===== src/sdi_pkg.sv =====
`timescale 1ns / 1ps
// ----------------------------------------------------------------------------
// sdi_pkg: shared types for the sorted descending insert table
// Request codes, status codes and the result record.
// ----------------------------------------------------------------------------
package sdi_pkg;

  localparam int unsigned OpW     = 2;
  localparam int unsigned ValueW  = 32;
  localparam int unsigned IndexW  = 6;
  localparam int unsigned PosW    = 6;
  localparam int unsigned CountW  = 7;
  localparam int unsigned StatusW = 2;

  typedef enum logic [OpW-1:0] {
    OpInsert = 2'd0,
    OpRead   = 2'd1,
    OpClear  = 2'd2
  } op_e;

  typedef enum logic [StatusW-1:0] {
    StOk    = 2'd0,
    StFull  = 2'd1,
    StRange = 2'd2
  } status_e;

  typedef struct packed {
    logic signed [ValueW-1:0] read_data;
    logic [PosW-1:0]          position;
    logic [CountW-1:0]        count;
    status_e                  status;
  } res_t;

endpackage


===== src/sdi_ram.sv =====
`timescale 1ns / 1ps
// ----------------------------------------------------------------------------
// sdi_ram: generic single-port RAM
// One read or write address per cycle, registered read data.
// ----------------------------------------------------------------------------
module sdi_ram #(
  parameter int unsigned Width = 32,
  parameter int unsigned Depth = 64
) (
  input  logic                     clk_i,
  input  logic                     we_i,
  input  logic [$clog2(Depth)-1:0] addr_i,
  input  logic [Width-1:0]         wdata_i,
  output logic [Width-1:0]         rdata_o
);

  logic [Width-1:0] mem_q [Depth];
  logic [Width-1:0] rdata_q;

  always_ff @(posedge clk_i) begin
    if (we_i) begin
      mem_q[addr_i] <= wdata_i;
    end
    rdata_q <= mem_q[addr_i];
  end

  assign rdata_o = rdata_q;

endmodule


===== src/sdi_ctrl.sv =====
`timescale 1ns / 1ps
// ----------------------------------------------------------------------------
// sdi_ctrl: request sequencer with shared compare unit
// On insert, walks the list from its tail, moving each entry not greater
// than the new value down one slot, then stores the value in the freed slot.
// ----------------------------------------------------------------------------
module sdi_ctrl #(
  parameter int unsigned Depth = 64
) (
  input  logic                              clk_i,
  input  logic                              rst_ni,
  input  logic                              req_valid_i,
  input  logic [sdi_pkg::OpW-1:0]           req_op_i,
  input  logic signed [sdi_pkg::ValueW-1:0] req_value_i,
  input  logic [sdi_pkg::IndexW-1:0]        req_index_i,
  output logic                              busy_o,
  output logic                              res_valid_o,
  input  logic                              res_ready_i,
  output sdi_pkg::res_t                     res_o,
  output logic                              ram_we_o,
  output logic [$clog2(Depth)-1:0]          ram_addr_o,
  output logic [sdi_pkg::ValueW-1:0]        ram_wdata_o,
  input  logic [sdi_pkg::ValueW-1:0]        ram_rdata_i
);

  import sdi_pkg::*;

  localparam int unsigned AddrW = $clog2(Depth);
  localparam int unsigned CntW  = $clog2(Depth + 1);
  localparam int unsigned CmpW  = (CntW > IndexW) ? CntW : IndexW;

  typedef enum logic [2:0] {
    SIdle,
    SRead,
    SComp,
    SPut,
    SRdWait,
    SDone
  } state_e;

  state_e                   state_q;
  logic [CntW-1:0]          used_q;
  logic [AddrW-1:0]         ptr_q;
  logic signed [ValueW-1:0] val_q;
  logic signed [ValueW-1:0] rdata_q;
  logic [PosW-1:0]          pos_q;
  status_e                  status_q;

  logic full;
  logic idx_ok;
  logic le;

  assign full   = (used_q == CntW'(Depth));
  assign idx_ok = (CmpW'(req_index_i) < CmpW'(used_q));
  assign le     = ($signed(ram_rdata_i) <= val_q);

  always_comb begin
    ram_we_o    = 1'b0;
    ram_addr_o  = ptr_q;
    ram_wdata_o = val_q;
    case (state_q)
      SIdle: begin
        ram_addr_o = AddrW'(req_index_i);
      end
      SComp: begin
        ram_we_o    = le;
        ram_addr_o  = ptr_q + AddrW'(1);
        ram_wdata_o = ram_rdata_i;
      end
      SPut: begin
        ram_we_o = 1'b1;
      end
      default: begin
        ram_addr_o = ptr_q;
      end
    endcase
  end

  always_ff @(posedge clk_i or negedge rst_ni) begin
    if (!rst_ni) begin
      state_q  <= SIdle;
      used_q   <= '0;
      ptr_q    <= '0;
      val_q    <= '0;
      rdata_q  <= '0;
      pos_q    <= '0;
      status_q <= StOk;
    end else begin
      case (state_q)
        SIdle: begin
          if (req_valid_i) begin
            val_q    <= req_value_i;
            rdata_q  <= '0;
            pos_q    <= '0;
            status_q <= StOk;
            case (req_op_i)
              OpInsert: begin
                if (full) begin
                  status_q <= StFull;
                  state_q  <= SDone;
                end else if (used_q == '0) begin
                  ptr_q   <= '0;
                  state_q <= SPut;
                end else begin
                  ptr_q   <= AddrW'(used_q - CntW'(1));
                  state_q <= SRead;
                end
              end
              OpRead: begin
                if (idx_ok) begin
                  state_q <= SRdWait;
                end else begin
                  status_q <= StRange;
                  state_q  <= SDone;
                end
              end
              OpClear: begin
                used_q  <= '0;
                state_q <= SDone;
              end
              default: begin
                state_q <= SDone;
              end
            endcase
          end
        end
        SRead: begin
          state_q <= SComp;
        end
        SComp: begin
          if (le) begin
            if (ptr_q == '0) begin
              state_q <= SPut;
            end else begin
              ptr_q   <= ptr_q - AddrW'(1);
              state_q <= SRead;
            end
          end else begin
            ptr_q   <= ptr_q + AddrW'(1);
            state_q <= SPut;
          end
        end
        SPut: begin
          used_q  <= used_q + CntW'(1);
          pos_q   <= PosW'(ptr_q);
          state_q <= SDone;
        end
        SRdWait: begin
          rdata_q <= $signed(ram_rdata_i);
          state_q <= SDone;
        end
        SDone: begin
          if (res_ready_i) begin
            state_q <= SIdle;
          end
        end
        default: begin
          state_q <= SIdle;
        end
      endcase
    end
  end

  assign busy_o      = (state_q != SIdle);
  assign res_valid_o = (state_q == SDone);

  always_comb begin
    res_o.read_data = rdata_q;
    res_o.position  = pos_q;
    res_o.count     = CountW'(used_q);
    res_o.status    = status_q;
  end

endmodule


===== src/sorted_descending_insert.sv =====
`timescale 1ns / 1ps
// ----------------------------------------------------------------------------
// sorted_descending_insert: descending sorted table with insert/read/clear
// Clear, full insert, out-of-range read and unused op skip the RAM; a good
// read waits for the registered RAM data; an insert that compares c entries
// (0 <= c < DEPTH) passes through a read and a compare state for each, then
// a write state. One request at a time: the next transfer is taken in the
// cycle after the result moves to the output register, since the compare unit
// and the single RAM port are shared by every step of the tail-to-head scan.
// Reset clears the entry count; the entry RAM is not cleared.
// ----------------------------------------------------------------------------
module sorted_descending_insert #(
  parameter int unsigned DEPTH = 64
) (
  input  logic                               clk_i,
  input  logic                               rst_ni,
  input  logic                               valid_i,
  output logic                               stall_o,
  input  logic [sdi_pkg::OpW-1:0]            op_i,
  input  logic signed [sdi_pkg::ValueW-1:0]  value_i,
  input  logic [sdi_pkg::IndexW-1:0]         index_i,
  output logic                               valid_o,
  input  logic                               stall_i,
  output logic signed [sdi_pkg::ValueW-1:0]  read_data_o,
  output logic [sdi_pkg::PosW-1:0]           position_o,
  output logic [sdi_pkg::CountW-1:0]         count_o,
  output logic [sdi_pkg::StatusW-1:0]        status_o
);

  import sdi_pkg::*;

  localparam int unsigned AddrW = $clog2(DEPTH);

  logic               busy;
  logic               res_valid;
  logic               res_ready;
  res_t               res;
  logic               ram_we;
  logic [AddrW-1:0]   ram_addr;
  logic [ValueW-1:0]  ram_wdata;
  logic [ValueW-1:0]  ram_rdata;

  logic out_valid_q;
  res_t out_q;

  sdi_ctrl #(
    .Depth(DEPTH)
  ) u_ctrl (
    .clk_i       (clk_i),
    .rst_ni      (rst_ni),
    .req_valid_i (valid_i),
    .req_op_i    (op_i),
    .req_value_i (value_i),
    .req_index_i (index_i),
    .busy_o      (busy),
    .res_valid_o (res_valid),
    .res_ready_i (res_ready),
    .res_o       (res),
    .ram_we_o    (ram_we),
    .ram_addr_o  (ram_addr),
    .ram_wdata_o (ram_wdata),
    .ram_rdata_i (ram_rdata)
  );

  sdi_ram #(
    .Width(ValueW),
    .Depth(DEPTH)
  ) u_ram (
    .clk_i   (clk_i),
    .we_i    (ram_we),
    .addr_i  (ram_addr),
    .wdata_i (ram_wdata),
    .rdata_o (ram_rdata)
  );

  assign stall_o   = busy;
  assign res_ready = !out_valid_q || !stall_i;

  always_ff @(posedge clk_i or negedge rst_ni) begin
    if (!rst_ni) begin
      out_valid_q <= 1'b0;
    end else if (res_ready) begin
      out_valid_q <= res_valid;
    end
  end

  always_ff @(posedge clk_i) begin
    if (res_ready && res_valid) begin
      out_q <= res;
    end
  end

  assign valid_o     = out_valid_q;
  assign read_data_o = out_q.read_data;
  assign position_o  = out_q.position;
  assign count_o     = out_q.count;
  assign status_o    = out_q.status;

  a_busy_after_transfer: assert property (@(posedge clk_i) disable iff (!rst_ni)
    valid_i && !stall_o |=> stall_o)
    else $error("sequencer idle right after a request transfer");

  a_full_count: assert property (@(posedge clk_i) disable iff (!rst_ni)
    valid_o && status_o == StFull |-> count_o == CountW'(DEPTH))
    else $error("full status without a full table");

  a_range_zero: assert property (@(posedge clk_i) disable iff (!rst_ni)
    valid_o && status_o == StRange |-> read_data_o == '0 && position_o == '0)
    else $error("out-of-range read returned nonzero fields");

  a_result_needs_busy: assert property (@(posedge clk_i) disable iff (!rst_ni)
    res_valid |-> busy)
    else $error("result offered while sequencer idle");

endmodule

===== config.mk =====
export PLATFORM = sky130hd
export DESIGN_NAME = sorted_descending_insert
export DESIGN_NICKNAME = d
export VERILOG_FILES = /design/src/sdi_pkg.sv /design/src/sdi_ram.sv /design/src/sdi_ctrl.sv /design/src/sorted_descending_insert.sv
export SDC_FILE = /design/constraint.sdc
export NUM_CORES = 2
export LEC_CHECK = 0
export ABC_AREA = 1
export BUFFER_PORTS_ARGS = -buffer_cell sky130_fd_sc_hd__buf_4
export CAP_MARGIN = 0
export CORE_MARGIN = 3
export CORE_UTILIZATION = 45
export DETAILED_ROUTE_END_ITERATION = 8
export PLACE_DENSITY_LB_ADDON = 0.2
export SLEW_MARGIN = 20
export SYNTH_ARGS = -nofsm -noshare
export SYNTH_HDL_FRONTEND = slang
export SYNTH_SLANG_ARGS = --single-unit

===== constraint.sdc =====
create_clock -name clk_i -period 4.5 [get_ports clk_i]
set_clock_uncertainty 0.1 [all_clocks]
set_input_delay 0.45 -clock clk_i [delete_from_list [all_inputs] [get_ports clk_i]]
set_output_delay 0.45 -clock clk_i [all_outputs]
set_load 0.1 [all_outputs]

==> metrics.md <==
| Metric | Value |
|---|---|
| Setup_tns | `0 ns` |
| Clock Pin Slew Worst Setup and Hold Paths | `0.06 ns` |
| DRT Pass-1 Iters | `6` |
| Synth top area cells | `edfxtp_1, nand2_1, a21oi_1` |
| Reg power frac | `32.1%` |
| Port Buffer Count | `92` |
| Slowest CP cell | `o21ai_0` |
| Crit-path max FO | `42` |
| Drt initial violations | `7501` |
| Synthesis-to-finish area growth | `15.6%` |
| Post-synth EDFFs | `2095` |
| Root buffer cell | `clkbuf_16` |
| Crit path arrival time | `4.89 ns` |
| Max Root-Sink Buffers | `3` |
| Largest net degree at the start of global routing | `about 110` |
| Die X | `456 µm` |
| Tcrit/Tclk final | `between 90 and 100%` |
| Final #Nets | `8746` |
| Ys Warns | `0` |
| Final hold violation count | `0` |
| Combinational power share | `between 40% and 50%` |
| Final GP Congestion | `0.882` |
| Hold WS | `0.134 ns` |
| Num ports | `93` |
| Syn Area/Cell | `roughly 11 µm²` |
| Initial antenna violation count | `17` |
| P_leak | `0.0411 µW` |
| #FFs+latches synth | `2216` |
| Initial Util | `45.5%` |
| # DRC | `0` |
| Mean number of vias per cell | `5.40` |
| Clock share of power | `a little over a fifth` |
| Netlist cell types | `42` |
| Die area | `208000 µm²` |
| Final setup viols | `0` |
| CP peak stage delay | `0.69 ns` |
| Routed via count | `62100` |
| Layout cells sized above 1 | `9.50%` |
| Post-CTS Repair Setup Buffers | `0` |
| Post-synth top flop | `edfxtp_1` |
| WL/cell | `roughly 23 µm` |
| Share of Yosys cell area claimed by the top area cell type | `68.9%` |
| Final wirelength | `268000 µm` |
| Worst flop-to-flop path startpoint | `u_ctrl.state_q[2]` |
| Reg2reg setup slack | `0.17 ns` |
| CTS H-tree lvls | `4` |
| Clk Latency, worst-skew pair | `0.87 ns` |
| Slew Limit Fails | `0` |
| RSZ-0062 raised after global routing | `false` |
| Final min period | `between 4 and 5 ns` |
| CTS tree | `yes` |
| First-pass GRT wire length | `393000 µm` |
| Critical path cell sequence | `nor2_4 -> nand2_4 -> inv_2 -> nand2_1 -> nand3_4 -> inv_8 -> buf_12 -> buf_12 -> nand2_1 -> nand2_1 -> nand2_1 -> a21oi_1 -> o21ai_0 -> nand2_1 -> nor2_1 -> nand2_1` |
| Resize count post-CTS | `0` |
| Switching power | `38600 µW` |
| Cell accounting for the most synthesized area | `edfxtp_1` |
| Detailed placement HPWL | `about 160000 µm` |
| Pwr dens | `810 nW/µm²` |
| FF-to-FF path depth | `16` |
| Internal power | `46800 µW` |
| Vias in the first global route | `59300` |
| Std-Cell Core Area | `201000 µm²` |
| Reg2reg end | `u_ram.rdata_o[25]` |
| Critical path required time | `5.06 ns` |
| Slew headroom | `24.8%` |
| Peak supply drop | `611 µV` |
| Antenna Nets Post-Route | `0` |
| Post-synthesis sequential area ratio | `72.1%` |
| Run status | `finished, final reports clean` |
| Overall Global Routing Usage | `25.3%` |
| Commonest cells post-synth | `nand2_1, edfxtp_1, a21oi_1` |
| Slew @ Worst Pin | `1.12 ns` |
| Synthesized net count | `8506` |
| FFs w/ async S/R, synth | `roughly 4.0%` |
| Die height | `456 µm` |
| Core Rows | `between 150 and 200` |
| Gr ovfl total | `0` |
| Clock buffer count from CTS | `roughly 220` |
| CP Class | `flip-flop to flip-flop` |
| Sw Ratio | `45.2%` |
| Fmax achieved | `~0.23 GHz` |
| Worst setup SP type | `flip-flop` |
| Hold Crit Class | `primary input to async pin` |
| Num Clock Sinks | `2216` |
| Max Cap Viol | `0` |
| Synthesized cell area | `91300 µm²` |
| Most frequent cell after synthesis | `nand2_1` |
| Mapped Cells | `8421` |
| Critical path endpoint category | `flip-flop` |
| Most Frequent Cell on Critical Path | `nand2_1` |
placed cells by master (no fill, tap or decap), types with 6 or more instances in the layout:
cell,n
nand2_1,4380
edfxtp_1,2095
a21oi_1,561
buf_4,313
o21ai_0,235
clkbuf_16,223
inv_1,124
o21ai_1,114
buf_12,100
nor2_1,93
dfrtp_1,89
nor2_4,67
clkinv_1,62
dlygate4sd3_1,49
clkbuf_1,48
ha_1,41
clkinv_2,37
o21ai_4,32
dfxtp_1,32
nand3_1,31
nor3_1,16
bufinv_16,16
nand4_1,8
xor2_1,7
nor3_4,7
clkbuf_8,7
inv_2,6
repair_timing:
item	CTS	global route
endpoints found under the setup margin	0	0
hold endpoints to repair	95	0
hold buffers	49	0
critical path, delay by kind of cell (launching register included):
| kind | cells | cell delay [ns] |
|---|---|---|
| and+or+nand+nor | 10 | 1.83 |
| buffers and inverters | 4 | 0.83 |
| AOI/OAI and AO/OA | 2 | 0.78 |
| DFF | 1 | 0.47 |
flip-flops by register name, indices dropped and copies added (netlist names), 6 cells and up:
name / count
position_o: 6
u_ctrl.pos_q: 6
u_ctrl.used_q: 7
u_ctrl.rdata_q: 32
u_ctrl.val_q: 32
u_ram.rdata_o: 32
u_ram.mem_q: 2048
read_data_o: 32
u_ctrl.ptr_q: 6
count_o: 7
per-stage QoR:
stage	worst slack [ns]	std cells	area, µm²	util, %	power, µW
floorplan	0.0181	8421	91300	-	50200
global route	0.112	11500	105000	52.5	89800
finish	0.171	11500	105000	52.5	85400
global placement	0.324	11000	97900	48.8	67000
CTS	0.310	11500	105000	52.5	85400
detailed placement	0.326	11000	97900	48.8	67200
cell families after synthesis:
group / count (synthesis) / share of synthesized area, %
xor+xnor: 10 / 0.0960
compound gates: 958 / 5.33
simple gates: 4617 / 19.2
flops: 2216 / 72.1
fa+ha+maj: 41 / 0.562
buf+inv: 579 / 2.73
how the worst max path moves through the flow:
stage | cells after the start | slack [ns] | startpoint | end
after detailed placement | 16 | 0.33 | u_ctrl.state_q[2] | u_ram.rdata_o[25]
after floorplan | 5 | 0.02 | u_ctrl.state_q[2] | u_ram.mem_q[0][0]
final | 16 | 0.17 | u_ctrl.state_q[2] | u_ram.rdata_o[25]
after global routing | 16 | 0.11 | u_ctrl.state_q[2] | u_ram.rdata_o[20]
after CTS | 16 | 0.31 | u_ctrl.state_q[2] | u_ram.rdata_o[25]
after global placement | 16 | 0.32 | u_ctrl.state_q[2] | u_ram.rdata_o[25]
layer usage:
| layer | GRT usage, % | up-vias | routed length [µm] |
|---|---|---|---|
| li1 | - | 28700 | - |
| met1 | 36.3 | 30300 | 114000 |
| met2 | 39.9 | 2765 | 124000 |
| met3 | 4.48 | 386 | 24500 |
| met4 | 6.50 | 4 | 6500 |
| met5 | 0 | - | 29 |
power groups by stage:
stage | Sequential, µW | Clock (µW) | Combinational [µW]
floorplan | 29000 | 0 | 21200
global placement | 27800 | 0 | 39200
detailed placement | 27800 | 0 | 39400
CTS | 27400 | 18300 | 39700
global route | 27500 | 19200 | 43100
finish | 27400 | 18100 | 39900
area by class of cell:
type	instances	area (µm²)
fillers	17400	95200
multi-input cells	5626	23900
inverters	134	526
clock buffers	278	5860
well taps	2656	3320
flip-flops and latches	2216	65800
clock inverters	133	1210
diodes	4	10.0
repair buffers	462	4840
No activity file was read; power rests on OpenSTA's default activity.
